<file path="src/hw/rtl/debounced_motor_pwm_control_core_assert.svh">
// ----------------------------------------------------------------------------
// Assertion macros for the motor PWM control core
// Concurrent checks on clk, disabled while rst_n is low; empty for synthesis.
// ----------------------------------------------------------------------------
`ifndef DEBOUNCED_MOTOR_PWM_CONTROL_CORE_ASSERT_SVH
`define DEBOUNCED_MOTOR_PWM_CONTROL_CORE_ASSERT_SVH

`ifndef SYNTH

// Same-cycle implication
`define DMPC_ASSERT_NOW(label, ante, cons, msg) \
    label: assert property (@(posedge clk) disable iff (!rst_n) (ante) |-> (cons)) \
        else $error(msg);

// Next-cycle implication
`define DMPC_ASSERT_NEXT(label, ante, cons, msg) \
    label: assert property (@(posedge clk) disable iff (!rst_n) (ante) |=> (cons)) \
        else $error(msg);

`else

`define DMPC_ASSERT_NOW(label, ante, cons, msg)
`define DMPC_ASSERT_NEXT(label, ante, cons, msg)

`endif

`endif

</file>
<file path="src/hw/rtl/dmpc_pkg.sv">
// ----------------------------------------------------------------------------
// dmpc_pkg
// Beat types, calibration constants and the ADC-to-compare calibration.
// ----------------------------------------------------------------------------
`default_nettype none

package dmpc_pkg;

    // Input beat: one PWM timer tick
    typedef struct packed {
        logic       sample_strobe;
        logic       power_switch_raw;
        logic       dir_switch_raw;
        logic [9:0] adc_value;
    } in_beat_t;

    // Output beat: drive levels and status for the same tick
    typedef struct packed {
        logic        pwm_out;
        logic        drive_a;
        logic        drive_b;
        logic        motor_on;
        logic [10:0] duty_value;
    } out_beat_t;

    // Reset pattern of the switch histories (alternating, so neither level wins)
    localparam logic [31:0] HIST_RESET_PATTERN = 32'h0000_00AA;

    // Calibration knees
    localparam logic [9:0]  CAL_LOW  = 10'd50;
    localparam logic [9:0]  CAL_HIGH = 10'd1010;
    localparam logic [10:0] CAL_FULL = 11'd1024;

    // d/15 for d <= 960 as (d * 1093) >> 14
    localparam logic [10:0] DIV15_RECIP = 11'd1093;
    localparam int          DIV15_SHIFT = 14;

    // Map a raw ADC reading to a compare value: (v-50)*16/15 = d + d/15
    function automatic logic [10:0] calibrate(input logic [9:0] adc);
        logic [9:0]  diff;
        logic [20:0] prod;
        logic [6:0]  quot;
        diff = adc - CAL_LOW;
        prod = 21'(diff) * 21'(DIV15_RECIP);
        quot = 7'(prod >> DIV15_SHIFT);
        if (adc > CAL_HIGH)
        begin
            calibrate = CAL_FULL;
        end
        else if (adc > CAL_LOW)
        begin
            calibrate = {1'b0, diff} + {4'b0, quot};
        end
        else
        begin
            calibrate = 11'd0;
        end
    endfunction

endpackage

`default_nettype wire

</file>
<file path="src/hw/rtl/dmpc_if.sv">
// ----------------------------------------------------------------------------
// dmpc channel interfaces
// Valid/ready channels for the tick beats in and the drive beats out.
// ----------------------------------------------------------------------------
`default_nettype none

interface dmpc_in_if;
    logic               valid;
    logic               ready;
    dmpc_pkg::in_beat_t payload;

    modport source (output valid, output payload, input ready);
    modport sink   (input valid, input payload, output ready);
endinterface

interface dmpc_out_if;
    logic                valid;
    logic                ready;
    dmpc_pkg::out_beat_t payload;

    modport source (output valid, output payload, input ready);
    modport sink   (input valid, input payload, output ready);
endinterface

`default_nettype wire

</file>
<file path="src/hw/rtl/debounced_motor_pwm_control_core.sv">
// ----------------------------------------------------------------------------
// debounced_motor_pwm_control_core
// Switch debounce, power/direction toggles, ADC calibration and PWM generation.
// ----------------------------------------------------------------------------
//
//  Channel | Dir | Contents
//  --------+-----+----------------------------------------------------------
//  tick    | in  | sample_strobe, power_switch_raw, dir_switch_raw, adc_value
//  drive   | out | pwm_out, drive_a, drive_b, motor_on, duty_value
//
//  One beat in, one beat out: the state update and result are
//  formed in a single pass and land in the output register at the accept edge.
//  The output register is the only stage; tick.ready stays high while it is
//  empty or being drained, so a beat is taken every cycle when drive is ready.
//  A stall on drive holds the result and blocks tick until it is taken.
//  rst_n clears all control state at once; no start-up sequence.
//
`default_nettype none

module debounced_motor_pwm_control_core #(
    parameter int DEBOUNCE_BITS = 8,
    parameter int PWM_BITS      = 10
) (
    input  wire        clk,
    input  wire        rst_n,
    dmpc_in_if.sink    tick,
    dmpc_out_if.source drive
);

`include "debounced_motor_pwm_control_core_assert.svh"

    localparam int CMP_W = (PWM_BITS > 11) ? PWM_BITS : 11;
    localparam logic [DEBOUNCE_BITS-1:0] HIST_RST =
        DEBOUNCE_BITS'(dmpc_pkg::HIST_RESET_PATTERN);

    // State
    logic [DEBOUNCE_BITS-1:0] power_hist_reg, power_hist_next;
    logic [DEBOUNCE_BITS-1:0] dir_hist_reg, dir_hist_next;
    logic                     power_level_reg, power_level_next;
    logic                     dir_level_reg, dir_level_next;
    logic                     device_on_reg, device_on_next;
    logic                     direction_reg, direction_next;
    logic [PWM_BITS-1:0]      pwm_count_reg, pwm_count_next;
    logic [10:0]              compare_reg, compare_next;

    // Output stage
    logic                     out_valid_reg, out_valid_next;
    dmpc_pkg::out_beat_t      out_payload_reg, out_payload_next;

    logic                     accept;
    logic                     pwm_bit;
    logic [DEBOUNCE_BITS-1:0] power_shift;
    logic [DEBOUNCE_BITS-1:0] dir_shift;
    logic                     power_deb;
    logic                     dir_deb;

    // Take a beat whenever the output register is empty or draining
    assign tick.ready = !out_valid_reg || drive.ready;
    assign accept     = tick.valid && tick.ready;

    // Shift the raw samples into the histories; level moves only on agreement
    always_comb
    begin
        power_shift = {power_hist_reg[DEBOUNCE_BITS-2:0], tick.payload.power_switch_raw};
        dir_shift   = {dir_hist_reg[DEBOUNCE_BITS-2:0], tick.payload.dir_switch_raw};

        if (&power_shift)
        begin
            power_deb = 1'b1;
        end
        else if (~|power_shift)
        begin
            power_deb = 1'b0;
        end
        else
        begin
            power_deb = power_level_reg;
        end

        if (&dir_shift)
        begin
            dir_deb = 1'b1;
        end
        else if (~|dir_shift)
        begin
            dir_deb = 1'b0;
        end
        else
        begin
            dir_deb = dir_level_reg;
        end
    end

    // Next state and result for an accepted beat
    always_comb
    begin
        power_hist_next  = power_hist_reg;
        dir_hist_next    = dir_hist_reg;
        power_level_next = power_level_reg;
        dir_level_next   = dir_level_reg;
        device_on_next   = device_on_reg;
        direction_next   = direction_reg;
        pwm_count_next   = pwm_count_reg;
        compare_next     = compare_reg;
        pwm_bit          = 1'b0;

        // Toggle on debounced release
        if (tick.payload.sample_strobe)
        begin
            power_hist_next  = power_shift;
            dir_hist_next    = dir_shift;
            power_level_next = power_deb;
            dir_level_next   = dir_deb;
            if (power_level_reg && !power_deb)
            begin
                device_on_next = !device_on_reg;
            end
            if (dir_level_reg && !dir_deb)
            begin
                direction_next = !direction_reg;
            end
        end

        // Reload compare and advance the counter only while running
        if (device_on_next)
        begin
            compare_next   = dmpc_pkg::calibrate(tick.payload.adc_value);
            pwm_bit        = CMP_W'(pwm_count_reg) < CMP_W'(compare_next);
            pwm_count_next = pwm_count_reg + PWM_BITS'(1);
        end

        out_payload_next.pwm_out    = pwm_bit;
        out_payload_next.drive_a    = direction_next;
        out_payload_next.drive_b    = !direction_next;
        out_payload_next.motor_on   = device_on_next;
        out_payload_next.duty_value = compare_next;

        out_valid_next = accept || (out_valid_reg && !drive.ready);
    end

    // Hold state; update on accepted beats
    always_ff @(posedge clk or negedge rst_n)
    begin
        if (!rst_n)
        begin
            power_hist_reg  <= HIST_RST;
            dir_hist_reg    <= HIST_RST;
            power_level_reg <= 1'b0;
            dir_level_reg   <= 1'b0;
            device_on_reg   <= 1'b0;
            direction_reg   <= 1'b1;
            pwm_count_reg   <= '0;
            compare_reg     <= '0;
            out_valid_reg   <= 1'b0;
        end
        else
        begin
            out_valid_reg <= out_valid_next;
            if (accept)
            begin
                power_hist_reg  <= power_hist_next;
                dir_hist_reg    <= dir_hist_next;
                power_level_reg <= power_level_next;
                dir_level_reg   <= dir_level_next;
                device_on_reg   <= device_on_next;
                direction_reg   <= direction_next;
                pwm_count_reg   <= pwm_count_next;
                compare_reg     <= compare_next;
            end
        end
    end

    // Load the result beat
    always_ff @(posedge clk)
    begin
        if (accept)
        begin
            out_payload_reg <= out_payload_next;
        end
    end

    assign drive.valid   = out_valid_reg;
    assign drive.payload = out_payload_reg;

    // Checks
    `DMPC_ASSERT_NOW(a_pwm_needs_motor, out_valid_reg && out_payload_reg.pwm_out,
        out_payload_reg.motor_on, "pwm_out high while motor is off")
    `DMPC_ASSERT_NOW(a_duty_range, out_valid_reg,
        out_payload_reg.duty_value <= dmpc_pkg::CAL_FULL, "duty value above full scale")
    `DMPC_ASSERT_NEXT(a_count_holds_off, accept && !device_on_next,
        $stable(pwm_count_reg), "PWM counter moved while motor is off")
    `DMPC_ASSERT_NEXT(a_toggle_on_strobe, !(accept && tick.payload.sample_strobe),
        $stable(device_on_reg) && $stable(direction_reg),
        "power or direction toggled without a sampled beat")

endmodule

`default_nettype wire
</file>
<file path="src/flat_wrapper.sv">
// flat-port wrapper written by rule: the top's interface ports become plain ports
module debounced_motor_pwm_control_core_flat 
#(
    parameter int DEBOUNCE_BITS = 8,
    parameter int PWM_BITS      = 10
)
  (clk, rst_n, tick_valid, tick_payload, tick_ready, drive_valid, drive_payload, drive_ready);
  dmpc_in_if tick_i ();
  dmpc_out_if drive_i ();
  input  wire clk;
  input  wire rst_n;
  input wire logic [$bits(tick_i.valid)-1:0] tick_valid;
  input wire logic [$bits(tick_i.payload)-1:0] tick_payload;
  output wire logic [$bits(tick_i.ready)-1:0] tick_ready;
  output wire logic [$bits(drive_i.valid)-1:0] drive_valid;
  output wire logic [$bits(drive_i.payload)-1:0] drive_payload;
  input wire logic [$bits(drive_i.ready)-1:0] drive_ready;
  assign tick_i.valid = tick_valid;
  assign tick_i.payload = tick_payload;
  assign tick_ready = tick_i.ready;
  assign drive_valid = drive_i.valid;
  assign drive_payload = drive_i.payload;
  assign drive_i.ready = drive_ready;
  debounced_motor_pwm_control_core #(.DEBOUNCE_BITS(DEBOUNCE_BITS), .PWM_BITS(PWM_BITS)) u_core (.clk(clk), .rst_n(rst_n), .tick(tick_i), .drive(drive_i));
endmodule
</file>
<file path="config.mk">
export PLATFORM = sky130hd
export DESIGN_NAME = debounced_motor_pwm_control_core_flat
export DESIGN_NICKNAME = d
export VERILOG_FILES = /design/src/hw/rtl/dmpc_pkg.sv /design/src/hw/rtl/dmpc_if.sv /design/src/hw/rtl/debounced_motor_pwm_control_core.sv /design/src/flat_wrapper.sv
export VERILOG_INCLUDE_DIRS = /design/src /design/src/hw/rtl
export SDC_FILE = /design/constraint.sdc
export NUM_CORES = 1
export LEC_CHECK = 0
export BUFFER_PORTS_ARGS = -buffer_cell sky130_fd_sc_hd__buf_2
export CAP_MARGIN = 20
export CELL_PAD_IN_SITES_DETAIL_PLACEMENT = 1
export CELL_PAD_IN_SITES_GLOBAL_PLACEMENT = 2
export CORE_MARGIN = 2
export CORE_UTILIZATION = 44
export CTS_BUF_LIST = sky130_fd_sc_hd__clkbuf_8
export DETAILED_ROUTE_END_ITERATION = 7
export GPL_ROUTABILITY_DRIVEN = 0
export PLACE_DENSITY_LB_ADDON = 0.1
export SLEW_MARGIN = 20
export SYNTH_ARGS = -nofsm -noshare
export SYNTH_HDL_FRONTEND = slang
export SYNTH_SLANG_ARGS = --single-unit
</file>
<file path="constraint.sdc">
create_clock -name clk -period 3.45 [get_ports clk]
set_input_delay 0.69 -clock clk [delete_from_list [all_inputs] [get_ports clk]]
set_output_delay 0.69 -clock clk [all_outputs]
set_load 0.1 [all_outputs]
</file>
==> flow_metrics.env <==
export IMPL_synth_mux_area_frac=0.0478
export IMPL_diodes=0
export IMPL_critical_path_max_stage_delay_ps=520
export IMPL_cts_sinks=55
export IMPL_dieHeight_um=99.4
export IMPL_synth_ff_type="dfrtp_1"
export IMPL_cp_slowest_cell="fa_1"
export IMPL_yosysTopAreaCell="dfrtp_1"
export IMPL_crit_path_start_kind="primary input"
export IMPL_ff2ff_path_depth=8
export IMPL_core_area_mm2=0.00876
export IMPL_finalCritPeriodShare=2.04
export IMPL_hold_slack_ps=491
export IMPL_finalHoldViolCount=0
export IMPL_drc=0
export IMPL_cts_clk_slew_worst_paths_ps=100
export IMPL_place_worst_setup_slack_ps=-3590
export IMPL_cts_root_buf="clkbuf_8"
export IMPL_final_setup_tns_ps=-53760
export IMPL_required_ps=3530
export IMPL_detail_route_wirelength_mm=13.5
export IMPL_hold_end="u_core.compare_reg[5]"
export IMPL_numCtsBuffers=5
export IMPL_num_vias=3524
export IMPL_status="complete, but fails checks"
export IMPL_cts_htree_levels=2
export IMPL_failed_checks="negative setup slack"
export IMPL_synthXorXnorAreaFrac=0.0759
export IMPL_syn_area_mm2=0.00401
export IMPL_fin_ws_ps=-3600
export IMPL_wl_met1_mm=5.26
export IMPL_slew_violations=0
export IMPL_wl_met2_mm=7.53
export IMPL_synth_compound_area_share=0.112
export IMPL_portBuffers=33
export IMPL_initial_core_util=0.457
export IMPL_tightest_slew_ps=970
export IMPL_p_per_area_mw_per_mm2=660
export IMPL_synth_async_sr_flop_share=0.727
export IMPL_timing_critical_path_arrival_ps=7130
export IMPL_yosys_area_share_simple=0.131
export IMPL_fmax_ghz=0.142
export IMPL_timing_rr_start="u_core.power_hist_reg[1]"
export IMPL_crit_family="compound AO/OA/AOI/OAI gates"
export IMPL_period_needed_ps=7050
export IMPL_ys_types=53
export IMPL_ys_ff_latch=55
export IMPL_critical_path_class="primary input to register"
export IMPL_clockBufferDepth=2
export IMPL_relSlewSlack=0.353
export IMPL_die_area_mm2=0.00989
export IMPL_synth_warnings=0
export IMPL_synthCells=380
export IMPL_syn_nets=467
export IMPL_fillerInstances=935
export IMPL_worstHoldPathType="register to register"
export IMPL_synth_avg_cell_area_um2=10.5
export IMPL_final_core_util=0.652
export IMPL_yosysTopAreaCellShare=0.206
export IMPL_critPathCaptureType="register"
export IMPL_setup_reg_to_reg_worst_slack_ps=830
export IMPL_dp_hpwl_mm=7.70
export IMPL_ys_top_cells_by_area="dfrtp_1 (21%), ha_1 (19%), edfxtp_1 (11%)"
export IMPL_vdd_drop_max_mv=0.361
export IMPL_grt_antenna_before_repair=0
export IMPL_clock_skew_ps=3.96
export IMPL_leakage_nw=2.72
export IMPL_maxCapViolations=0
export IMPL_crit_fanout=4
export IMPL_insertion_delay_ps=320
export IMPL_rsz0062_at_grt="yes"
export IMPL_cts_tree="done"
export IMPL_row_count=34
export IMPL_cts_hold_buffers=0
export IMPL_grt_ovfl_total=0
export IMPL_yosysSeqAreaShare=0.364
export IMPL_routed_top_layer="met4"
export IMPL_min_delay_start="u_core.compare_reg[5]"
export IMPL_yosysMostFrequentCell="ha_1"
export IMPL_io_pins=34
export IMPL_grt_usage=0.247
export IMPL_viasPerCell=5.67
export IMPL_largest_reg_flops=15
export IMPL_synthTopCellsByCount="ha_1 (61), nand2_1 (44), dfrtp_1 (33)"
export IMPL_chipWidth_um=99.4
export IMPL_crit_buf_inv=6
export IMPL_drive_gt1_frac=0.470
export IMPL_hold_depth=2
export IMPL_wl_met3_um=275
export IMPL_synth_top_family_by_area="adder cells"
export IMPL_nNetsFinal=599
export IMPL_drtPass1Iterations=4
export IMPL_synth_edff_count=15
export IMPL_wl_per_cell_um=21.8
export IMPL_synth_adder_area_share=0.235
export IMPL_drtIter0Drc=129
export IMPL_area_delta_synth_final_pct=42.5
export IMPL_grt_pass1_vias=3844
export IMPL_grt_first_pass_wirelength_mm=19.3
export IMPL_grt_max_degree=41
export IMPL_setup_viol=23
export IMPL_ant_nets=0
export IMPL_r2r_end="u_core.compare_reg[9]"
==> per-layer routing <==
layer,vias to the layer above,GRT usage
li1,1621,-
met1,1790,0.282
met2,82,0.493
met3,31,0.0225
met4,0,0.0527
met5,-,0
==> cell families (layout without fill, tap and decap cells) <==
logic type,Yosys count,count (layout)
xor+xnor,33,33
simple gates,107,107
flops,55,55
fa+ha+maj,70,70
buf+inv,33,166
mux,17,17
compound gates,65,65
==> worst max path at each step <==
stage                                from                       end  cells past startpoint
after CTS                 tick_payload[7]  u_core.drive.payload[14]                     34
final                     tick_payload[8]  u_core.drive.payload[14]                     34
after floorplan           tick_payload[7]  u_core.drive.payload[14]                     32
after global routing      tick_payload[8]  u_core.drive.payload[14]                     34
after global placement    tick_payload[2]  u_core.drive.payload[14]                     34
after detailed placement  tick_payload[7]  u_core.drive.payload[14]                     32
==> worst register-to-register path: cells and delay by family, from the launching register on <==
family | cells | cell delay [ps]
DFF | 1 | 400
AOI/OAI and AO/OA | 1 | 190
buffers and inverters | 2 | 640
xor gates and xnor gates | 1 | 230
and+or+nand+nor | 4 | 1060
==> where the power goes <==
group | switching [W] | internal (W)
registers | 0.0000854 | 0.000784
logic | 0.00121 | 0.00124
clock network | 0.000232 | 0.000217
total | 0.00153 | 0.00224
==> per-stage QoR <==
step                      area [um2]  instances  total power, W
final                           5710        621         0.00377
after global routing            5710        621         0.00396
after CTS                       5430        615         0.00335
after detailed placement        4850        582         0.00243
after global placement          4850        582         0.00235
after floorplan                 4080        380         0.00178
==> layout by cell type (no fill, tap or decap), types with 4 or more instances in the layout <==
master and instances:
buf_4 68, ha_1 51, nand2_1 39, dfrtp_1 33, buf_6 32, buf_2 30, inv_1 22, xnor2_1 15
edfxtp_1 15, mux2_2 14, o21ai_2 13, xor2_1 11, nand4_1 9, nor2_1 9, nand3_1 8, fa_1 8
nor3_1 7, dfstp_2 7, a21o_1 6, ha_4 6, inv_2 5, o21ai_0 5, clkbuf_8 5, or3_4 4
xnor2_2 4, o21ai_1 4, nand2b_1 4, ha_2 4
==> cell type report <==
type                            count  area [um2]  area share
Clock inverter                      3        42.5     0.00745
Multi-Input combinational cell    292        2860       0.501
Sequential cell                    55        1460       0.256
Tap cell                          108         135      0.0237
Inverter                           27         105      0.0184
Timing Repair Buffer              131        1040       0.181
Clock buffer                        5        68.8      0.0121
==> repair_timing <==
item,4_1_cts,5_1_grt
setup endpoints to repair,23,23
resized for setup,63,53
pin swaps,24,38
setup buffers,28,14
No activity file was read; power rests on OpenSTA's default activity.
